[config.mk]
export PLATFORM = sky130hd
export DESIGN_NAME = indexed_array_list_core_flat
export DESIGN_NICKNAME = d
export VERILOG_FILES = /design/src/ial_pkg.sv /design/src/ial_req_if.sv /design/src/ial_rsp_if.sv /design/src/ial_cell.sv /design/src/indexed_array_list_core.sv /design/src/flat_wrapper.sv
export SDC_FILE = /design/constraint.sdc
export NUM_CORES = 1
export LEC_CHECK = 0
export BUFFER_PORTS_ARGS = -buffer_cell sky130_fd_sc_hd__buf_2
export CAP_MARGIN = 40
export CELL_PAD_IN_SITES_DETAIL_PLACEMENT = 0
export CELL_PAD_IN_SITES_GLOBAL_PLACEMENT = 1
export CORE_MARGIN = 2
export CORE_UTILIZATION = 57
export CTS_BUF_LIST = sky130_fd_sc_hd__clkbuf_4 sky130_fd_sc_hd__clkbuf_8
export DETAILED_ROUTE_END_ITERATION = 16
export PLACE_DENSITY_LB_ADDON = 0.1
export SKIP_CTS_REPAIR_TIMING = 1
export SLEW_MARGIN = 20
export SYNTH_ARGS = -nofsm -noshare
export SYNTH_HDL_FRONTEND = slang
export SYNTH_SLANG_ARGS = --single-unit
[constraint.sdc]
create_clock -name i_clk -period 11.49 [get_ports i_clk]
set_input_delay 1.149 -clock i_clk [delete_from_list [all_inputs] [get_ports i_clk]]
set_output_delay 1.149 -clock i_clk [all_outputs]
set_load 0.05 [all_outputs]
[src/ial_pkg.sv]
// shared types and constants for the indexed array list
package ial_pkg;

    localparam int unsigned DEF_CAPACITY   = 16;
    localparam int unsigned DEF_WORD_WIDTH = 32;

    localparam int unsigned ACTION_W = 3;
    localparam int unsigned POS_W    = 5;
    localparam int unsigned DATA_W   = 32;
    localparam int unsigned ERR_W    = 2;
    localparam int unsigned COUNT_W  = 5;

    typedef enum logic [ACTION_W-1:0] {
        ACT_PUSH   = 3'd0,
        ACT_POP    = 3'd1,
        ACT_INSERT = 3'd2,
        ACT_REMOVE = 3'd3,
        ACT_GET    = 3'd4
    } t_action;

    typedef enum logic [ERR_W-1:0] {
        ERR_OK    = 2'd0,
        ERR_RANGE = 2'd1,
        ERR_FULL  = 2'd2
    } t_err;

    typedef enum logic [1:0] {
        CELL_HOLD   = 2'd0,
        CELL_INSERT = 2'd1,
        CELL_REMOVE = 2'd2
    } t_cell_op;

endpackage

[src/ial_req_if.sv]
// request channel of the indexed array list
interface ial_req_if;
    logic                        valid;
    logic                        ready;
    logic [ial_pkg::ACTION_W-1:0] action;
    logic [ial_pkg::POS_W-1:0]    position;
    logic [ial_pkg::DATA_W-1:0]   word_in;

    modport source (output valid, output action, output position, output word_in,
                    input ready);
    modport sink   (input valid, input action, input position, input word_in,
                    output ready);
endinterface

[src/ial_rsp_if.sv]
// result channel of the indexed array list
interface ial_rsp_if;
    logic                        valid;
    logic                        ready;
    logic [ial_pkg::DATA_W-1:0]  word_out;
    logic [ial_pkg::ERR_W-1:0]   error_code;
    logic [ial_pkg::COUNT_W-1:0] entry_count;
    logic                        is_full;
    logic                        is_empty;

    modport source (output valid, output word_out, output error_code,
                    output entry_count, output is_full, output is_empty,
                    input ready);
    modport sink   (input valid, input word_out, input error_code,
                    input entry_count, input is_full, input is_empty,
                    output ready);
endinterface

[src/ial_cell.sv]
// one list slot: holds an entry and trades it with its neighbors on a shift
module ial_cell #(
    parameter int unsigned INDEX = 0,
    parameter int unsigned SW    = 32,
    parameter int unsigned IW    = 4
) (
    input  logic              i_clk,
    input  ial_pkg::t_cell_op i_op,
    input  logic [IW-1:0]     i_slot,
    input  logic [SW-1:0]     i_word,
    input  logic [SW-1:0]     i_prev,
    input  logic [SW-1:0]     i_next,
    output logic [SW-1:0]     o_data
);
    import ial_pkg::*;

    localparam logic [IW-1:0] MY_IDX = IW'(INDEX);

    logic [SW-1:0] r_data;

    always_ff @(posedge i_clk) begin
        case (i_op)
            CELL_INSERT: begin
                if (MY_IDX == i_slot) begin
                    r_data <= i_word;
                end else if (MY_IDX > i_slot) begin
                    r_data <= i_prev;
                end
            end
            CELL_REMOVE: begin
                // entries at and above the slot pull from the next cell up
                if (MY_IDX >= i_slot) begin
                    r_data <= i_next;
                end
            end
            default: begin
            end
        endcase
    end

    assign o_data = r_data;
endmodule

[src/indexed_array_list_core.sv]
// top level of the indexed array list: request decode, cell row and result register
//
// Requests arrive on i_req (action, position, word_in) with a valid/ready
// handshake; one result per request leaves on o_rsp (word_out, error_code,
// entry_count, is_full, is_empty). Actions: push, pop, insert at position,
// remove at position, get. Insert and remove move every later entry by one
// slot in the same cycle, since each cell of the row loads from its neighbor.
// A request is decoded and carried out in the cycle of its transfer; its
// result sits in the output register from the next cycle on, and one request
// is taken per cycle while the receiver takes each result.
// The output register takes a new result in the cycle the old one is
// transferred, so a stalled receiver holds back i_req.ready only while an
// untaken result waits. Reset clears the count and the result valid flag;
// entry contents are not cleared, as only entries below the count are read.
module indexed_array_list_core #(
    parameter int unsigned CAPACITY   = ial_pkg::DEF_CAPACITY,
    parameter int unsigned WORD_WIDTH = ial_pkg::DEF_WORD_WIDTH
) (
    input  logic      i_clk,
    input  logic      i_rst_n,
    ial_req_if.sink   i_req,
    ial_rsp_if.source o_rsp
);
    import ial_pkg::*;

    localparam int unsigned SW   = (WORD_WIDTH < DATA_W) ? WORD_WIDTH : DATA_W;
    localparam int unsigned IW   = $clog2(CAPACITY);
    localparam int unsigned CW   = $clog2(CAPACITY + 1);
    localparam int unsigned CMPW = (CW > POS_W) ? CW : POS_W;
    localparam logic [CMPW-1:0] CAP_C = CMPW'(CAPACITY);

    logic [CW-1:0]   r_count;
    logic [CW-1:0]   n_count;
    logic            r_out_valid;
    logic [DATA_W-1:0] r_word_out;
    t_err            r_err;
    logic [COUNT_W-1:0] r_entry_count;
    logic            r_is_full;
    logic            r_is_empty;

    logic            w_accept;
    t_cell_op        w_op;
    logic [IW-1:0]   w_slot;
    t_err            w_err;
    logic [SW-1:0]   w_read;
    logic [SW-1:0]   w_word;
    logic [CMPW-1:0] w_pos;
    logic [CMPW-1:0] w_cnt;
    logic [CMPW-1:0] w_next_cnt;
    logic [SW-1:0]   w_cell [CAPACITY];

    assign i_req.ready = !r_out_valid || o_rsp.ready;
    assign w_accept    = i_req.valid && i_req.ready;
    assign w_word      = i_req.word_in[SW-1:0];
    assign w_pos       = CMPW'(i_req.position);
    assign w_cnt       = CMPW'(r_count);

    // request decode
    always_comb begin
        w_op    = CELL_HOLD;
        w_slot  = '0;
        w_err   = ERR_OK;
        w_read  = '0;
        n_count = r_count;
        unique case (t_action'(i_req.action))
            ACT_PUSH: begin
                if (w_cnt == CAP_C) begin
                    w_err = ERR_FULL;
                end else begin
                    w_op    = CELL_INSERT;
                    w_slot  = w_cnt[IW-1:0];
                    n_count = r_count + 1'b1;
                end
            end
            ACT_POP: begin
                if (r_count != '0) begin
                    n_count = r_count - 1'b1;
                end
            end
            ACT_INSERT: begin
                if (w_pos > CAP_C) begin
                    w_err = ERR_RANGE;
                end else if (w_cnt == CAP_C) begin
                    w_err = ERR_FULL;
                end else if (w_pos > w_cnt) begin
                    w_err = ERR_RANGE;
                end else begin
                    w_op    = CELL_INSERT;
                    w_slot  = w_pos[IW-1:0];
                    n_count = r_count + 1'b1;
                end
            end
            ACT_REMOVE: begin
                if (w_pos >= w_cnt) begin
                    w_err = ERR_RANGE;
                end else begin
                    w_op    = CELL_REMOVE;
                    w_slot  = w_pos[IW-1:0];
                    n_count = r_count - 1'b1;
                end
            end
            ACT_GET: begin
                if (w_pos >= w_cnt) begin
                    w_err = ERR_RANGE;
                end else begin
                    for (int i = 0; i < CAPACITY; i++) begin
                        if (w_pos[IW-1:0] == IW'(i)) begin
                            w_read = w_cell[i];
                        end
                    end
                end
            end
            default: begin
            end
        endcase
    end

    assign w_next_cnt = CMPW'(n_count);

    // row of cells, each loading from its lower or upper neighbor on a shift
    for (genvar g = 0; g < CAPACITY; g++) begin : g_cell
        logic [SW-1:0] w_prev;
        logic [SW-1:0] w_next;

        if (g == 0) begin : g_first
            assign w_prev = w_word;
        end else begin : g_mid
            assign w_prev = w_cell[g-1];
        end

        if (g == CAPACITY - 1) begin : g_last
            assign w_next = w_cell[g];
        end else begin : g_body
            assign w_next = w_cell[g+1];
        end

        ial_cell #(
            .INDEX (g),
            .SW    (SW),
            .IW    (IW)
        ) u_cell (
            .i_clk  (i_clk),
            .i_op   (w_accept ? w_op : CELL_HOLD),
            .i_slot (w_slot),
            .i_word (w_word),
            .i_prev (w_prev),
            .i_next (w_next),
            .o_data (w_cell[g])
        );
    end

    always_ff @(posedge i_clk) begin
        if (!i_rst_n) begin
            r_count     <= '0;
            r_out_valid <= 1'b0;
        end else begin
            if (w_accept) begin
                r_count     <= n_count;
                r_out_valid <= 1'b1;
            end else if (o_rsp.ready) begin
                r_out_valid <= 1'b0;
            end
        end
    end

    always_ff @(posedge i_clk) begin
        if (w_accept) begin
            r_word_out    <= DATA_W'(w_read);
            r_err         <= w_err;
            r_entry_count <= w_next_cnt[COUNT_W-1:0];
            r_is_full     <= (w_next_cnt == CAP_C);
            r_is_empty    <= (n_count == '0);
        end
    end

    assign o_rsp.valid       = r_out_valid;
    assign o_rsp.word_out    = r_word_out;
    assign o_rsp.error_code  = r_err;
    assign o_rsp.entry_count = r_entry_count;
    assign o_rsp.is_full     = r_is_full;
    assign o_rsp.is_empty    = r_is_empty;
endmodule

[src/flat_wrapper.sv]
// flat-port wrapper written by rule: the top's interface ports become plain ports
module indexed_array_list_core_flat import ial_pkg::*;
#(
    parameter int unsigned CAPACITY   = ial_pkg::DEF_CAPACITY,
    parameter int unsigned WORD_WIDTH = ial_pkg::DEF_WORD_WIDTH
)
  (i_clk, i_rst_n, i_req_valid, i_req_action, i_req_position, i_req_word_in, i_req_ready, o_rsp_valid, o_rsp_word_out, o_rsp_error_code, o_rsp_entry_count, o_rsp_is_full, o_rsp_is_empty, o_rsp_ready);
  ial_req_if i_req_i ();
  ial_rsp_if o_rsp_i ();
  input  logic i_clk;
  input  logic i_rst_n;
  input wire logic [$bits(i_req_i.valid)-1:0] i_req_valid;
  input wire logic [$bits(i_req_i.action)-1:0] i_req_action;
  input wire logic [$bits(i_req_i.position)-1:0] i_req_position;
  input wire logic [$bits(i_req_i.word_in)-1:0] i_req_word_in;
  output wire logic [$bits(i_req_i.ready)-1:0] i_req_ready;
  output wire logic [$bits(o_rsp_i.valid)-1:0] o_rsp_valid;
  output wire logic [$bits(o_rsp_i.word_out)-1:0] o_rsp_word_out;
  output wire logic [$bits(o_rsp_i.error_code)-1:0] o_rsp_error_code;
  output wire logic [$bits(o_rsp_i.entry_count)-1:0] o_rsp_entry_count;
  output wire logic [$bits(o_rsp_i.is_full)-1:0] o_rsp_is_full;
  output wire logic [$bits(o_rsp_i.is_empty)-1:0] o_rsp_is_empty;
  input wire logic [$bits(o_rsp_i.ready)-1:0] o_rsp_ready;
  assign i_req_i.valid = i_req_valid;
  assign i_req_i.action = i_req_action;
  assign i_req_i.position = i_req_position;
  assign i_req_i.word_in = i_req_word_in;
  assign i_req_ready = i_req_i.ready;
  assign o_rsp_valid = o_rsp_i.valid;
  assign o_rsp_word_out = o_rsp_i.word_out;
  assign o_rsp_error_code = o_rsp_i.error_code;
  assign o_rsp_entry_count = o_rsp_i.entry_count;
  assign o_rsp_is_full = o_rsp_i.is_full;
  assign o_rsp_is_empty = o_rsp_i.is_empty;
  assign o_rsp_i.ready = o_rsp_ready;
  indexed_array_list_core #(.CAPACITY(CAPACITY), .WORD_WIDTH(WORD_WIDTH)) u_core (.i_clk(i_clk), .i_rst_n(i_rst_n), .i_req(i_req_i), .o_rsp(o_rsp_i));
endmodule
Yosys cells after proc, flatten, opt, wreduce, memory -nomap -nowiden
Index checks and enable logic that the tools add are counted.
{ "op_classes": {"add_sub_neg": 2, "multipliers": 0, "n_div": 0, "n_lt_le_gt_ge": 34, "n_eq_ne": 68, "n_shift": 0, "n_mux": 106, "bitwise": 1, "n_reduce_logical": 29} }
{ "ops": {"columns": ["cell", "n"], "rows": [
  ["$mux W32", 63],
  ["$pmux W32 S2", 15],
  ["$ne A3 B3 Y1 const B", 15],
  ["$reduce_and A3 Y1", 15],
  ["$eq A4 B4 Y1 const A", 8],
  ["$eq A4 B4 Y1 const B", 8],
  ["$gt A4 B4 Y1 const A", 8],
  ["$mux W5", 6],
  ["$ne A2 B2 Y1 const B", 15],
  ["$ge A4 B4 Y1 const A", 7],
  ["$mux W4", 5],
  ["$pmux W5 S4", 1],
  ["$eq A3 B4 Y1 const A", 4],
  ["$eq A4 B3 Y1 const B", 4],
  ["$ge A3 B4 Y1 const A", 4],
  ["$gt A3 B4 Y1 const A", 4],
  ["$mux W2", 7],
  ["$pmux W2 S3", 2],
  ["$pmux W4 S3", 1],
  ["$eq A5 B5 Y1 const B", 2],
  ["$eq A2 B4 Y1 const A", 2],
  ["$eq A4 B2 Y1 const B", 2],
  ["$ge A1 B4 Y1 const A", 2],
  ["$ge A2 B4 Y1 const A", 2],
  ["other kinds (26)", 38]
]} }
{ "totals": {"regBits": 559, "latchBits": 0, "ram_bits": 0, "rom_bits": 0, "out_inout_bits": 43, "wordCells": 263, "mem_count": 0} }

Depth between registers and ports, before layout
{ "logic_depth": {"depth_word": 17, "mapped_depth": 16} }

Hierarchy
A second synthesis with hierarchy kept.
{ "hier_totals": {"hier_cells": 3199, "area_unflattened_um2": 33662.3} }
{ "modules_own_cells": {"columns": ["mod", "instances", "cells_each", "area_per_inst_um2", "seq_area_each_um2"], "rows": [
  ["indexed_array_list_core", 1, 913, 6706.4, 1351.3],
  ["ial_cell at u_core.g_cell[10].u_cell ...", 2, 144, 1701.6, 960.9],
  ["ial_cell at u_core.g_cell[15].u_cell ...", 2, 142, 1666.6, 960.9],
  ["ial_cell at u_core.g_cell[4].u_cell", 1, 145, 1709.1, 960.9],
  ["ial_cell at u_core.g_cell[8].u_cell", 1, 144, 1707.9, 960.9],
  ["ial_cell at u_core.g_cell[9].u_cell", 1, 144, 1697.9, 960.9],
  ["ial_cell at u_core.g_cell[6].u_cell", 1, 143, 1696.6, 960.9],
  ["ial_cell at u_core.g_cell[5].u_cell", 1, 143, 1694.1, 960.9],
  ["ial_cell at u_core.g_cell[7].u_cell", 1, 142, 1680.4, 960.9],
  ["ial_cell at u_core.g_cell[3].u_cell", 1, 143, 1677.9, 960.9],
  ["ial_cell at u_core.g_cell[14].u_cell", 1, 142, 1676.6, 960.9],
  ["ial_cell at u_core.g_cell[13].u_cell", 1, 142, 1674.1, 960.9],
  ["ial_cell at u_core.g_cell[11].u_cell", 1, 142, 1672.9, 960.9],
  ["ial_cell at u_core.g_cell[2].u_cell", 1, 142, 1669.1, 960.9],
  ["ial_cell at u_core.g_cell[0].u_cell", 1, 142, 1662.8, 960.9]
]} }

Worst setup path before layout
OpenSTA, ideal clock, no wires.
{ "synth_path": {"kind": "input port to flip-flop", "startpoint": "input o_rsp_ready", "endpoint": "register u_core.g_cell[10].u_cell.r_data[0], enable pin", "setup_time_ns": 0.432, "t_arrival_ns": 5.954, "path_slack_ns": 5.104, "stages": 11, "path_buffers": 2, "path_cell_list": "nand2b_1 nand2_1 inv_1 nand3_1 ha_1 clkbuf_1 buf_1 nor2_1 nor2_1 or2_2 a21oi_1"} }
{ "synth_between": {"elab_chain_len": 6} }
{ "synth_rtl": {"columns": ["item", "line_no", "source"], "rows": [
  ["start: declaration", "flat_wrapper.sv:23", "input wire logic [$bits(o_rsp_i.ready)-1:0] o_rsp_ready;"],
  ["$logic_or A1 B1 Y1 *", "indexed_array_list_core.sv:52", "assign i_req.ready = !r_out_valid || o_rsp.ready;"],
  ["$logic_and A1 B1 Y1 *", "indexed_array_list_core.sv:53", "assign w_accept = i_req.valid && i_req.ready;"],
  ["via u_core.w_accept", "indexed_array_list_core.sv:41", "logic w_accept;"],
  ["$mux W2 *", "indexed_array_list_core.sv:143", ".i_op (w_accept ? w_op : CELL_HOLD),"],
  ["$eq A2 B1 Y1 / $eq A2 B2 Y1 (equally long branches)", "ial_cell.sv:22", "case (i_op)"],
  ["$ne A3 B3 Y1 (no source line), or another cell as far along", null, null],
  ["$reduce_and A3 Y1 (no source line) *", null, null],
  ["end signal: assignment", "ial_cell.sv:25", "r_data <= i_word;"],
  ["end signal: assignment", "ial_cell.sv:27", "r_data <= i_prev;"],
  ["end signal: assignment", "ial_cell.sv:33", "r_data <= i_next;"],
  ["end: declaration", "ial_cell.sv:19", "logic [SW-1:0] r_data;"]
]} }
Mark *: on every way through the listed nets, which the timed path passes. The rest lies on a longest branch.
A chain may end at the register's enable or synchronous reset.

Final worst setup path
{ "layout_path": {"startpoint": "input i_req_position[0]", "endpoint": "register u_core.g_cell[0].u_cell.r_data[26], data pin"} }
{ "layout_between": {"elab_chain_len": 8} }
{ "layout_rtl": {"columns": ["item", "line_no", "source"], "rows": [
  ["start: declaration", "flat_wrapper.sv:14", "input wire logic [$bits(i_req_i.position)-1:0] i_req_position;"],
  ["$gt A5 B5 Y1", "indexed_array_list_core.sv:85", "end else if (w_pos > w_cnt) begin"],
  ["$mux W4 / $mux W1 (equally long branches)", "indexed_array_list_core.sv:85", null],
  ["$mux W4 / $mux W2 (equally long branches)", "indexed_array_list_core.sv:83", "end else if (w_cnt == CAP_C) begin"],
  ["$mux W4 / $mux W2 (equally long branches)", "indexed_array_list_core.sv:81", "if (w_pos > CAP_C) begin"],
  ["$pmux W4 S3 / $pmux W2 S3 (equally long branches)", "indexed_array_list_core.sv:65", "unique case (t_action'(i_req.action))"],
  ["$logic_not A4 Y1 / $mux W2 (equally long branches)", "ial_cell.sv:24, indexed_array_list_core.sv:143", null],
  ["$mux W32, or another cell as far along", "ial_cell.sv:24", "if (MY_IDX == i_slot) begin"],
  ["$pmux W32 S2 *", "ial_cell.sv:22", null],
  ["end signal: assignment", "ial_cell.sv:25", null],
  ["end signal: assignment", "ial_cell.sv:27", null],
  ["end signal: assignment", "ial_cell.sv:33", null],
  ["end: declaration", "ial_cell.sv:19", null]
]} }
Every way passes the cells marked *; elsewhere a longest branch is shown, timed or not.

==> results.md <==
- Run status: completed
- Path category of the worst min-delay check: register to register
- Initial DRC count: around 3,600
- FF-to-FF setup slack: about 6.3 ns
- Placed Cells incl. Taps: 3,611
- Finish-stage setup viols: 0
- Clock Pin Slew Worst Setup and Hold Paths: 0.06 ns
- Core area: approximately 55,000 um2
- Total CTS buffers: slightly below 100
- Skew final: 0.0243 ns
- Total negative setup slack: 0 ns
- Drt total wl: roughly 110,000 um
- Slew @ Worst Pin: approximately 0.94 ns
- Fmax: 179 MHz
- Final std cells w/o fill: approximately 3,800
- Overall die width: 241 um
- Total GRT Usage: 0.369
- Slew Viols, Final: 0
- First-pass GRT wire length: 160,000 um
- Sequential Power Share: 0.510
- Vias: around 26,000
- Die area: around 58,000 um2
- Share of layout cells above drive strength 1: 0.155
- Asr flop ratio synth: 0
- Worst-path maximum fanout: about 230
- Avg Vias per Cell: between 6 and 7
- Startpoint Class: input pin
- Per-cell routed wire length: ~28 um
- IO buf count: 86
- Drt first pass iters: 6
- Seq/Total Area, Yosys: 0.522
- Final net count: roughly 3,000
- Synthesized flop and latch total: roughly 560
- Number of global-route vias before repair: between 20,000 and 30,000
- Post-synth EDFFs: 553
- Largest net degree at the start of global routing: between 200 and 250
- H-Tree Depth: 3
- Grt total ovfl: 0
- Drt drc: 0
- Clk buf depth: 3
- Root Driver: clkbuf_8
- Max-cap violations: 0
- Crit Path Category: input pin to register
- Clock Latency Late Sink: ~0.72 ns
- Slew Limit Headroom: 0.359
- Net Switching: 1.22 mW
- Clock network power share: 0.395
- Hold path endpoint: u_core.o_rsp.valid
- Syn Nets: 3,050
- CTS Sinks: around 560
- Area grow syn2layout: 9.38%
- Initial antenna violation count: 3
- Synthesized cell area: between 30,000 and 40,000 um2
- Period Utilization, post-route: 0.485
- Leak pwr: 12.8 nW
- Syn. warnings: 0
- R2R Path End: u_core.g_cell[0].u_cell.o_data[26]
- Worst reg2reg path startpoint: u_core.r_count[3]
- Worst Setup End Kind: register
- Worst VDD drop: between 0.1 and 0.15 mV
- DRT antenna net count: 0
- Top_reg_cell synth: edfxtp_1
- Comb power frac: 0.095
- R2R depth: 13
- Ports: 87
- Syn avg cell area: roughly 11 um2
- Post-Synthesis Cells: around 3,000
- PwrDens: between 100 and 150 nW/um2
- Hpwl dp: between 60,000 and 70,000 um
- Hold-critical path depth: 2
- Final Hold Viols: 0
- WP data arrival: between 6 and 7 ns
- Row count: 86
- Required @ worst endpoint: between 10 and 15 ns
- Die height: 241 um
- RSZ-0062 raised after global routing: false
- Tmin final: ~5.6 ns
- Hold path startpoint: u_core.o_rsp.valid
- Gpl congestion: about 0.92
- Post-synthesis cell type count: 88
- Switching part of the total: 0.267
- Initial cell density of the core: 0.579
- Pint: ~3.4 mW
- CTS tree: yes
[layout make-up]
type | count | area (um2)
Sequential cell | 559 | 16700
Timing Repair Buffer | 169 | 1240
Fill cell | 4564 | 20300
Clock inverter | 48 | 249
Multi-Input combinational cell | 2116 | 14200
Inverter | 22 | 85.1
Antenna cell | 2 | 5.00
Clock buffer | 131 | 1610
Tap cell | 748 | 936
[critical path, stage by stage]
cell	delay, ns
buf_2	0.42
clkinv_1	0.45
ha_1	0.35
nor2b_1	0.11
o21bai_1	0.12
a211oi_1	0.51
nor2_1	0.14
nand3_1	0.17
ha_4	0.25
buf_16	0.28
buf_12	0.58
buf_4	0.51
buf_12	0.31
mux2_2	0.36
[per-stage QoR]
step	hold WS, ns	setup WS (ns)	instance area, um2	total power [mW]	util
2_1_floorplan	0.542	5.10	32000	2.64	-
3_3_place_gp	0.512	4.77	32900	2.79	0.595
3_5_place_dp	0.538	5.06	33100	2.80	0.599
4_1_cts	0.546	5.82	35000	4.58	0.632
5_1_grt	0.595	5.60	35100	4.71	0.634
6_report	0.540	5.92	35100	4.58	0.634
[power by group through the flow]
stage               sequential, mW  combinational (mW)  clock (mW)
floorplan                     2.39               0.245           0
global placement              2.37               0.417           0
detailed placement            2.37               0.427           0
CTS                           2.33               0.428        1.82
global route                  2.34               0.462        1.91
finish                        2.33               0.436        1.81
[how the worst max path moves through the flow]
stage | start | end | cells past startpoint
after floorplan | o_rsp_ready | u_core.g_cell[10].u_cell.o_data[0] | 11
after global placement | i_req_position[0] | u_core.g_cell[7].u_cell.o_data[21] | 15
after detailed placement | i_req_position[0] | u_core.g_cell[0].u_cell.o_data[17] | 12
after CTS | i_req_position[0] | u_core.g_cell[0].u_cell.o_data[1] | 12
after global routing | i_req_position[0] | u_core.g_cell[0].u_cell.o_data[24] | 14
final | i_req_position[0] | u_core.g_cell[0].u_cell.o_data[26] | 14
[registers in the layout, summed over array words and instances (netlist names)]
register                     cells
u_core.g_cell.u_cell.o_data    512
u_core.o_rsp.entry_count         5
u_core.o_rsp.error_code          2
u_core.o_rsp.is_empty            1
u_core.o_rsp.is_full             1
u_core.o_rsp.valid               1
u_core.o_rsp.word_out           32
u_core.r_count                   5
[cell usage after synthesis, drive strengths merged (9+ instances only)]
cell type  count  area, um2
nor2b         80        500
a22oi         64        480
a21oi        192        976
a31oi         16        100
nor3          26        141
a221oi        10       87.6
or3            9       56.3
mux4          10        225
edfxtp       553      16600
clkbuf       210        788
mux2i        292       2920
and3          10       67.6
mux2          84        946
a211oi        11       95.1
and2         101        632
o21ai        345       1740
a221o         96        961
ha            10        125
nor2         104        395
a2111oi       22        193
inv           20       77.6
nand3         40        205
o22ai         57        357
nand2        409       1540
buf           89        551
o221ai        20        181
a22o          11       96.3
[layer usage]
layer  vias to the layer above  track usage  wire (um)
li1                      11300            -          -
met4                         2        0.191       5340
met2                      1660        0.606      51800
met3                       332       0.0654      10100
met5                         -            0         11
met1                     12900        0.470      40300
[cell families (layout without fill, tap and decap cells)]
logic type,Yosys count,after routing,share of synthesized area
compound gates,903,903,0.182
simple gates,816,816,0.120
flops,559,559,0.522
mux,386,386,0.128
buf+inv,321,370,0.0444
fa+ha+maj,10,10,0.00390
xor+xnor,1,1,0.000273
other cells,0,2,0
[cells in the final DEF, fill, tap and decap left out, drive strengths merged, types with 80 or more instances in the layout]
master	instances
mux2	84
a21oi	192
mux2i	292
and2	101
clkbuf	131
nor2b	80
nor2	104
o21ai	345
buf	169
a221o	96
edfxtp	553
nand2	409
No activity file was read; power rests on OpenSTA's default activity.
